`config.mk`:
```
export PLATFORM = sky130hd
export DESIGN_NAME = wlp_ram
export DESIGN_NICKNAME = d
export VERILOG_FILES = /design/src/design/wlp_ram.sv
export SDC_FILE = /design/constraint.sdc
export NUM_CORES = 1
export LEC_CHECK = 0
export ABC_AREA = 1
export BUFFER_PORTS_ARGS = -buffer_cell sky130_fd_sc_hd__buf_2
export CORE_MARGIN = 4
export CORE_UTILIZATION = 55
export CTS_CLUSTER_SIZE = 12
export DETAILED_ROUTE_END_ITERATION = 10
export PLACE_DENSITY = 0.75
export SLEW_MARGIN = 20
export SYNTH_ARGS = -nofsm -noshare
export SYNTH_HDL_FRONTEND = slang
export SYNTH_SLANG_ARGS = --single-unit
```
`constraint.sdc`:
```
create_clock -name i_clk -period 0.9 [get_ports i_clk]
set_input_delay 0.045 -clock i_clk [delete_from_list [all_inputs] [get_ports i_clk]]
set_output_delay 0.045 -clock i_clk [all_outputs]
set_load 0.01 [all_outputs]
```
`src/design/wlp_ram.sv`:
```
// Generic single-write, single-read RAM with registered read data.
`timescale 1ns / 1ps
module wlp_ram #(
    parameter int WIDTH = 8,
    parameter int DEPTH = 16
) (
    input  logic                     i_clk,
    input  logic                     i_we,
    input  logic [$clog2(DEPTH)-1:0] i_waddr,
    input  logic [WIDTH-1:0]         i_wdata,
    input  logic [$clog2(DEPTH)-1:0] i_raddr,
    output logic [WIDTH-1:0]         o_rdata
);

    logic [WIDTH-1:0] r_mem [DEPTH];

    // Write one entry, register the read
    always_ff @(posedge i_clk) begin
        if (i_we) begin
            r_mem[i_waddr] <= i_wdata;
        end
        o_rdata <= r_mem[i_raddr];
    end

endmodule
```
==> Yosys cells after proc, flatten, opt, wreduce, memory -nomap -nowiden <==
Memories as Yosys holds them, arrays and structs flattened. A register that Yosys moved wholly into a read port is not among the register bits.
Index checks and enable logic that the tools add are counted.
{ "word_totals": {"register_bits": 0, "ram_bits": 128, "input_bits": 18, "output_inout_bits": 8, "wordCells": 3, "mem_count": 1} }
{ "memory_table": {"columns": ["name", "words", "width", "rd", "rd_clocked_by_memory_dff", "wr", "line_no", "text"], "rows": [
  ["r_mem", 16, 8, 1, 1, 1, "15", "logic [WIDTH-1:0] r_mem [DEPTH];"]
]} }
{ "classes": {"mux": 2} }
{ "ops": {"columns": ["cell", "n"], "rows": [
  ["1-bit 2-to-1 mux", 2]
]} }

==> Logic depth before layout (Yosys ltp) <==
Gate-level depths: netlist of run 1.
{ "logic_depth": {"depth_word": 2, "depth_mapped": 8, "depth_no_buf": 7} }

==> Worst setup path after synthesis of run 1 <==
No wires, ideal clock.
{ "synth_path": {"path_kind": "input to register", "start": "in i_waddr[3]", "end": "mem r_mem[4][0] (enable)", "setup_time_ps": 370, "arrival_time_ps": 626, "required_ps": 530, "path_slack_ps": -96, "path_stages": 2, "cell_sequence": "nand3b_1 -> nor2_1"} }
{ "synth_rtl": {"columns": ["item", "line_no", "text"], "rows": [
  ["start, declared", "9", "input logic [$clog2(DEPTH)-1:0] i_waddr,"],
  ["end, declared", "15", null]
]} }
No word-level cell before the write port.

==> Worst setup path after layout of run 1 <==
{ "layout_path": {"start": "reg o_rdata[7], read port of r_mem", "end": "out o_rdata[7]"} }
{ "layout_rtl": {"columns": ["item", "line_no", "text"], "rows": [
  ["start, declared", "12", "output logic [WIDTH-1:0] o_rdata"]
]} }
No word-level cell between the ends.

==> results.py, run 1 <==
metrics = {
    "outcome": {
        "outcome": "finished, violations left",
        "violations": "setup timing",
    },
    "die": {
        "die_height_um": 110.4,
        "chipWidth_um": 110.4,
        "placement_row_count": 37,
        "placeableCoreArea_sq_um": 10280,
        "initial_utilization_pct": 56.11,
        "io_pins": 26,
        "floorplan.die_area_sq_um": 12190,
    },
    "pwr": {
        "vdd_drop_max_mv": 1.193,
        "p_int_mw": 12.01,
        "total_leakage_power_nw": 3.170,
        "clkPwrFrac_pct": 46.3,
        "power.share.sequential_pct": 46.4,
        "p_switching_mw": 3.372,
        "power_switching_share_pct": 21.92,
        "share_comb_of_total_power_pct": 7.4,
        "power_density_over_the_cells_nw_per_um2": 2114,
    },
    "clock_tree": {
        "clock_tree.buffer_depth": 2,
        "htree_num_levels": 4,
        "cts_setup_buffers": 0,
        "tritoncts_num_sinks": 136,
        "clock_pin_slew_worst_setup_and_hold_paths_ps": 60,
        "root_buffer": "clkbuf_8",
        "clock_insertion_delay_worst_skew_ps": 520,
        "cts_tree": "yes",
        "cts_inserted_buffers": 17,
    },
    "synth": {
        "mappedNetlistNets": 569,
        "netlist.top_cell.by_area": "edfxtp_1",
        "synthDistinctLibCells": 12,
        "yosysWarningCount": 0,
        "share_of_the_yosys_chip_area_belonging_to_registers_pct": 69.43,
        "synth_area_per_cell_sq_um": 10.47,
        "post_synth_main_area_contributors": "edfxtp_1 (67%), nand2_1 (11%), nand3_1 (8.4%), inv_1 (6.5%), dfxtp_1 (2.8%)",
        "netlist_area_sq_um": 5767,
        "synthDominantCellAreaShare_pct": 66.65,
        "post_synth_inst_count": 551,
        "postSynthRegisterBits": 136,
    },
    "timing": {
        "rsz0062_at_grt": "true",
        "fin_setup_tns_ps": -1035,
        "timing.final.max_slew_violations": 0,
        "final_min_period_over_clock_period_pct": 114.8,
        "post-route-worst-setup-slack_ps": -133.0,
        "fmaxAchievable_mhz": 968.1,
        "slew_headroom_pct": 71.74,
        "slew_worst_pin_ps": 423.4,
        "report.final.setup_viol": 16,
        "final.setup_skew_ps": 5.031,
        "final_hold_fails": 0,
        "post-route-min-period_ps": 1033,
    },
    "grt": {
        "antenna_violations_before_repair": 0,
        "grt_max_degree": 28,
        "first_global_vias": 4015,
        "grt_remaining_overflow": 0,
        "grt_pass1_wl_mm": 21.37,
        "track_usage_pct": 24.34,
    },
    "final_layout": {
        "area_growth_pct": 26.14,
        "n_fill_cell": 690,
        "final_nets": 634,
        "diodes": 0,
        "layout_commonest_cell": "nand2_1",
        "most-common-layout-cells": "nand2_1 (168), edfxtp_1 (128), inv_1 (98), nand3_1 (50), nand3_2 (46)",
        "stdcell_count": 765,
        "post_route_cells_drive_above_1_share_pct": 25.12,
    },
    "critical_path": {
        "required_ps": 850,
        "timing.setup.critical_path_class": "register to primary output",
        "critPathLaunch": "o_rdata[7]$_DFF_P_",
        "critical_path_cell_count": 1,
        "path_buf_inv": 1,
        "timing.critical_path.arrival_ps": 990,
        "critPathSlowestCell": "dfxtp_2",
        "r2r_cells": 6,
        "crit_path_max_fanout": 1,
        "timing.reg2reg.setup_slack_ps": -60,
        "crit_path_start_kind": "register",
        "r2r_start": "r_mem[15][2]$_DFFE_PP_",
        "crit_path_max_incr_delay_ps": 360,
        "endpoint_kind": "primary output",
        "timing.critical_path.cells": "buf_6",
        "cpLargestDelayFamily": "flip-flops",
    },
    "route": {
        "route.detailed.drc": 0,
        "detail-route-antenna-nets": 0,
        "first_pass_iters": 5,
        "viasPerCell": 5.265,
        "drt_wl_total_mm": 13.55,
        "routed_wire_length_per_instance_um": 17.71,
        "num_vias": 4028,
        "drt-initial-drc-count": 273,
    },
    "min_path": {
        "hold_depth": 5,
        "min_from": "i_raddr[2]",
        "hold_path.class": "input port to register",
    },
    "placement": {
        "place_ws_ps": -215.6,
        "dp_hpwl_mm": 8.215,
        "gpl.final_weighted_congestion": 0.8330,
        "place.detailed.instances": 723,
        "numPortBuffers": 25,
    },
    "flow_run": {
        "max_cap_violations": 0,
    },
}
==> layer usage <==
metal	share of wire, %	GRT usage (%)	up-vias
li1	-	-	1910
met1	41	32.31	1919
met2	49	38.52	170
met3	7.4	6.057	29
met4	2.6	10.20	0
met5	0	0	-
==> final timing paths <==
path,to
worst max-delay path,o_rdata[7]
worst min-delay path,o_rdata[7]$_DFF_P_
worst max register to register,o_rdata[2]$_DFF_P_
worst min register to register,o_rdata[7]$_DFF_P_
==> logic make-up after synthesis <==
kind of cell           share of synthesized area, %
DFF                                           69.43
and+or+nand+nor                               21.05
buffers and inverters                         9.525
==> sequential cells by signal, indices dropped and copies added, names as in the netlist <==
name and cells:
o_rdata 8, r_mem 128
==> cell usage after synthesis <==
library cell / instances
nand2_1: 173
edfxtp_1: 128
inv_1: 100
nand3_1: 97
nor2_1: 17
buf_2: 13
dfxtp_1: 8
buf_6: 6
buf_4: 4
inv_2: 2
nand3b_1: 2
buf_1: 1
==> through the flow <==
| stage | hold WS [ps] | util (%) | power (mW) | cell area, sq um |
|---|---|---|---|---|
| after floorplan | 143.9 | - | 7.771 | 5782 |
| after global placement | 442.9 | 61.04 | 8.187 | 6274 |
| after detailed placement | 445.9 | 61.04 | 8.219 | 6274 |
| after CTS | 51.55 | 69.42 | 15.40 | 7134 |
| after global routing | 87.37 | 70.78 | 15.87 | 7274 |
| final | 68.97 | 70.78 | 15.38 | 7274 |
==> layout make-up <==
cell class / instances / area [sq um] / area share [%]
Clock buffer: 17 / 414.1 / 5.693
Inverter: 102 / 382.9 / 5.263
Tap cell: 136 / 170.2 / 2.339
Sequential cell: 136 / 4009 / 55.11
Timing Repair Buffer: 70 / 613.1 / 8.428
Multi-Input combinational cell: 289 / 1484 / 20.40
Clock inverter: 15 / 201.4 / 2.769
==> timing repair <==
item	4_1_cts	5_1_grt
endpoints found under the hold margin	136	0
setup endpoints to repair	16	16
gates resized for setup	32	31
pin swaps	15	18
hold buffers	10	0
==> power groups by stage <==
| stage | Combinational (mW) | Sequential, mW | Clock, mW |
|---|---|---|---|
| final | 1.13 | 7.13 | 7.11 |
| after global routing | 1.24 | 7.14 | 7.49 |
| after CTS | 1.07 | 7.13 | 7.20 |
| after detailed placement | 0.963 | 7.26 | 0 |
| after global placement | 0.939 | 7.25 | 0 |
| after floorplan | 0.505 | 7.27 | 0 |
Power figures use the tool's default switching activity.
==> run 2: changes to the inputs <==
BUFFER_PORTS_ARGS = -buffer_cell sky130_fd_sc_hd__buf_4   (was -buffer_cell sky130_fd_sc_hd__buf_2)
CORE_MARGIN = 1   (was 4)
TNS_END_PERCENT = 1   (was unset)
==> results.py, run 2 (synthesis gave the netlist of run 1 again) <==
metrics = {
    "outcome": {
        "outcome": "finished, violations left",
        "violations": "setup timing",
    },
    "placement": {
        "place_ws_ps": -237.7,
        "place.detailed.instances": 717,
        "numPortBuffers": 25,
        "postPlaceCellArea_sq_um": 6251,
        "dp_hpwl_mm": 8.043,
        "gpl.final_weighted_congestion": 0.8324,
    },
    "final_layout": {
        "n_fill_cell": 688,
        "stdcell_count": 758,
        "post-route-cell-area_sq_um": 7206,
        "layout_commonest_cell": "nand2_1",
        "final_nets": 627,
        "layout_top_registers": "r_mem: 128 flops, o_rdata: 8 flops",
        "max_flop_register": "r_mem",
        "largest_reg_flops": 128,
        "post_route_cells_drive_above_1_share_pct": 22.51,
        "area_growth_pct": 24.95,
        "diodes": 0,
        "finalCoreUtilization_pct": 70.43,
        "most-common-layout-cells": "nand2_1 (167), edfxtp_1 (128), inv_1 (99), nand3_1 (60), buf_4 (40)",
    },
    "grt": {
        "track_usage_pct": 25.99,
        "grt_busiest_layer": "met2",
        "grt_remaining_overflow": 0,
        "grt_max_degree": 47,
        "global_route.usage.met1_pct": 33.30,
        "antenna_violations_before_repair": 0,
        "groute.layer.met2.usage_pct": 42.67,
        "first_global_vias": 3902,
        "grt_pass1_wl_mm": 20.58,
        "global_route_met3_utilization_pct": 5.827,
    },
    "clock_tree": {
        "clock_pin_slew_worst_setup_and_hold_paths_ps": 60,
        "cts_setup_buffers": 0,
        "clock_tree.buffer_depth": 2,
        "cts_inserted_buffers": 17,
        "root_buffer": "clkbuf_8",
        "cts_tree": "yes",
        "clock_insertion_delay_worst_skew_ps": 510,
        "tritoncts_num_sinks": 136,
        "htree_num_levels": 4,
    },
    "timing": {
        "report.final.setup_viol": 15,
        "slew_worst_pin_ps": 395.8,
        "final_min_period_over_clock_period_pct": 111.2,
        "fmaxAchievable_mhz": 999.3,
        "slew_headroom_pct": 73.58,
        "final.setup_skew_ps": 5.322,
        "fin_setup_tns_ps": -943.2,
        "rsz0062_at_grt": "true",
        "final_hold_fails": 0,
        "timing.final.max_slew_violations": 0,
        "worst_hold_slack_ps": 97.84,
        "post-route-min-period_ps": 1001,
        "post-route-worst-setup-slack_ps": -100.7,
    },
    "die": {
        "placeableCoreArea_sq_um": 10230,
        "chipWidth_um": 104.4,
        "placement_row_count": 37,
        "initial_utilization_pct": 56.37,
        "floorplan.die_area_sq_um": 10900,
        "io_pins": 26,
        "die_height_um": 104.4,
    },
    "critical_path": {
        "path_buf_inv": 1,
        "crit_path_max_incr_delay_ps": 340,
        "timing.setup.critical_path_class": "register to primary output",
        "cpLargestDelayFamily": "flip-flops",
        "required_ps": 850,
        "timing.critical_path.cells": "buf_6",
        "timing.critical_path.arrival_ps": 960,
        "crit_path_max_fanout": 1,
        "endpoint_kind": "primary output",
        "crit_path_start_kind": "register",
        "critPathSlowestCell": "dfxtp_2",
    },
    "flow_run": {
        "max_cap_violations": 0,
    },
    "route": {
        "drt-initial-drc-count": 344,
        "num_vias": 4022,
        "route.detailed.drc": 0,
        "detail-route-antenna-nets": 0,
        "routed_wire_length_per_instance_um": 17.50,
        "drt_wl_total_mm": 13.26,
        "first_pass_iters": 5,
        "viasPerCell": 5.306,
    },
    "pwr": {
        "vdd_drop_max_mv": 1.501,
        "power.total_mw": 15.47,
        "total_leakage_power_nw": 3.136,
        "power_density_over_the_cells_nw_per_um2": 2147,
    },
    "min_path": {
        "hold_path.class": "input port to register",
    },
}
[run 2: timing repair]
| item | in CTS | in global routing |
|---|---|---|
| cloned | 0 | 0 |
| hold buffers | 9 | 0 |
| setup endpoints to repair | 16 | 16 |
| gates resized for setup | 37 | 23 |
| hold endpoints to repair | 136 | 0 |
| pin swaps | 15 | 13 |
[run 2: final cells by class]
type / count / area, sq um / share of cell area [%]
clock buffers: 18 / 427.9 / 5.939
clock inverters: 14 / 196.4 / 2.726
inverters: 102 / 382.9 / 5.313
multi-input cells: 289 / 1414 / 19.62
flip-flops and latches: 136 / 4014 / 55.70
well taps: 136 / 170.2 / 2.362
repair buffers: 63 / 600.6 / 8.335
[run 2: path summary, 6_finish.rpt]
path,startpoint,to,slack (ps),cells past startpoint
min reg2reg,r_mem[13][2]$_DFFE_PP_,o_rdata[2]$_DFF_P_,690,6
min,i_raddr[2],o_rdata[1]$_DFF_P_,100,6
max,o_rdata[6]$_DFF_P_,o_rdata[6],-100,1
max reg2reg,r_mem[6][4]$_DFFE_PP_,o_rdata[4]$_DFF_P_,-50,6
[run 2: worst reg2reg max path, delay by kind of cell (launching register included)]
kind / cells / cell delay [ps]
AND/OR/NAND/NOR: 5 / 400
flip-flops: 1 / 370
buffers and inverters: 1 / 70
[run 2: metal layers]
metal / vias to the layer above / part of all wire (%)
li1: 1890 / -
met1: 1949 / 40
met2: 155 / 51
met3: 28 / 6.7
met4: 0 / 2.3
met5: - / 0
[run 2: where the power goes]
group / switching, mW / internal, mW / leakage (nW)
clock: 2.62 / 4.59 / 0.298
combinational: 0.691 / 0.427 / 1.61
sequential: 0.0545 / 7.09 / 1.22
==> run 3: changes to the inputs <==
PLACE_DENSITY = 0.72   (was 0.75)
==> results.py, run 3 (synthesis gave the netlist of run 1 again) <==
metrics = {
    "die": {
        "io_pins": 26,
        "chipWidth_um": 104.4,
        "placement_row_count": 37,
        "floorplan.die_area_sq_um": 10900,
        "placeableCoreArea_sq_um": 10230,
        "die_height_um": 104.4,
        "initial_utilization_pct": 56.37,
    },
    "clock_tree": {
        "cts_tree": "yes",
        "root_buffer": "clkbuf_8",
        "clock_pin_slew_worst_setup_and_hold_paths_ps": 60,
        "tritoncts_num_sinks": 136,
        "clock_tree.buffer_depth": 2,
        "htree_num_levels": 4,
        "clock_insertion_delay_worst_skew_ps": 530,
        "cts_inserted_buffers": 17,
    },
    "critical_path": {
        "required_ps": 850,
        "cpLargestDelayFamily": "flip-flops",
        "critPathSlowestCell": "dfxtp_2",
        "crit_path_start_kind": "register",
        "endpoint_kind": "primary output",
        "r2r_cells": 6,
        "timing.setup.critical_path_class": "register to primary output",
        "timing.reg2reg.setup_slack_ps": -80,
        "crit_path_max_fanout": 1,
        "path_buf_inv": 1,
        "r2r_start": "r_mem[3][1]$_DFFE_PP_",
        "critical_path.reg2reg.endpoint": "o_rdata[1]$_DFF_P_",
        "timing.critical_path.cells": "buf_6",
        "timing.critical_path.arrival_ps": 970,
        "crit_path_max_incr_delay_ps": 350,
    },
    "grt": {
        "track_usage_pct": 25.32,
        "grt_max_degree": 65,
        "first_global_vias": 3743,
        "grt_pass1_wl_mm": 19.97,
        "antenna_violations_before_repair": 0,
        "grt_remaining_overflow": 0,
    },
    "timing": {
        "rsz0062_at_grt": "true",
        "final_min_period_over_clock_period_pct": 113.0,
        "slew_worst_pin_ps": 365.4,
        "report.final.setup_viol": 15,
        "fin_setup_tns_ps": -1130,
        "final.setup_skew_ps": 6.575,
        "fmaxAchievable_mhz": 983.5,
        "slew_headroom_pct": 75.61,
        "final_hold_fails": 0,
        "post-route-min-period_ps": 1017,
        "post-route-worst-setup-slack_ps": -116.8,
        "timing.final.max_slew_violations": 0,
    },
    "route": {
        "detail-route-antenna-nets": 0,
        "drt_wl_total_mm": 12.93,
        "first_pass_iters": 5,
        "routed_wire_length_per_instance_um": 17.03,
        "num_vias": 3943,
        "drt-initial-drc-count": 347,
        "viasPerCell": 5.195,
        "route.detailed.drc": 0,
    },
    "final_layout": {
        "stdcell_count": 759,
        "most-common-layout-cells": "nand2_1 (170), edfxtp_1 (128), inv_1 (99), nand3_1 (62), buf_4 (44)",
        "finalCoreUtilization_pct": 70.17,
        "final_nets": 628,
        "post_route_cells_drive_above_1_share_pct": 21.03,
        "largest_reg_flops": 128,
        "layout_top_registers": "r_mem: 128 flops, o_rdata: 8 flops",
        "layout_commonest_cell": "nand2_1",
        "max_flop_register": "r_mem",
        "area_growth_pct": 24.50,
        "diodes": 0,
    },
    "pwr": {
        "total_leakage_power_nw": 3.132,
        "vdd_drop_max_mv": 1.136,
        "power_density_over_the_cells_nw_per_um2": 2156,
        "power.total_mw": 15.48,
    },
    "flow_run": {
        "max_cap_violations": 0,
    },
    "placement": {
        "dp_hpwl_mm": 7.754,
        "place.detailed.instances": 718,
        "gpl.final_weighted_congestion": 0.8512,
        "numPortBuffers": 25,
        "place_ws_ps": -253.0,
    },
    "outcome": {
        "outcome": "finished, violations left",
        "violations": "setup timing",
    },
    "min_path": {
        "hold_depth": 5,
        "min_from": "i_raddr[2]",
        "worst_hold_path.endpoint": "o_rdata[6]$_DFF_P_",
        "hold_path.class": "input port to register",
    },
}
## run 3: cell count changes in the layout (fill, tap and decap cells not counted), sizes merged
| cell | delta |
|---|---|
| inv | -3 |
| clkinv | +2 |
| buf | +1 |
| bufinv | +1 |
## run 3: power breakdown
part / total (mW) / internal [mW] / switching, mW
logic: 1.10 / 0.419 / 0.679
clock network: 7.24 / 4.74 / 2.50
registers: 7.14 / 7.09 / 0.0491
## run 3: worst max path at each step
| stage | end | cells after the start | startpoint |
|---|---|---|---|
| 2_1_floorplan | r_mem[4][0]$_DFFE_PP_ | 2 | i_waddr[3] |
| 3_3_place_gp | o_rdata[5]$_DFF_P_ | 8 | i_raddr[0] |
| 3_5_place_dp | o_rdata[1]$_DFF_P_ | 8 | i_raddr[0] |
| 4_1_cts | o_rdata[6] | 1 | o_rdata[6]$_DFF_P_ |
| 5_1_grt | o_rdata[6] | 1 | o_rdata[6]$_DFF_P_ |
| 6_report | o_rdata[6] | 1 | o_rdata[6]$_DFF_P_ |
## run 3: area by class of cell
class | count | area (sq um)
tap | 136 | 170.2
clock inverter | 14 | 205.2
multi-input combinational | 289 | 1396
sequential | 136 | 4010
fill | 724 | 3052
timing repair buffer | 64 | 596.8
clock buffer | 18 | 417.9
inverter | 102 | 382.9
## run 3: per-layer routing
metal | part of all wire (%) | track usage (%) | up-vias
met5 | 0 | 0 | -
met2 | 51 | 41.11 | 170
met4 | 1.8 | 10.00 | 0
li1 | - | - | 1892
met1 | 40 | 32.76 | 1860
met3 | 7.9 | 6.328 | 21
## run 3: tightest hold or removal path, cell delays in order
cell and delay (ps):
buf_4 110, buf_4 160, nand3_1 90, nand3_1 80
nand2_1 50
## run 3: through the flow
| step | area (sq um) | hold WS, ps |
|---|---|---|
| global route | 7179 | 49.49 |
| CTS | 7106 | 11.48 |
| global placement | 6259 | 373.9 |
| detailed placement | 6259 | 377.1 |
| floorplan | 5767 | 143.9 |
| finish | 7179 | 44.89 |
## run 3: repair_timing
item | in CTS | in global routing
pin swaps | 11 | 7
setup buffers | 0 | 0
hold buffers | 9 | 0
endpoints found under the hold margin | 136 | 0
resized for setup | 30 | 19
endpoints found under the setup margin | 16 | 16
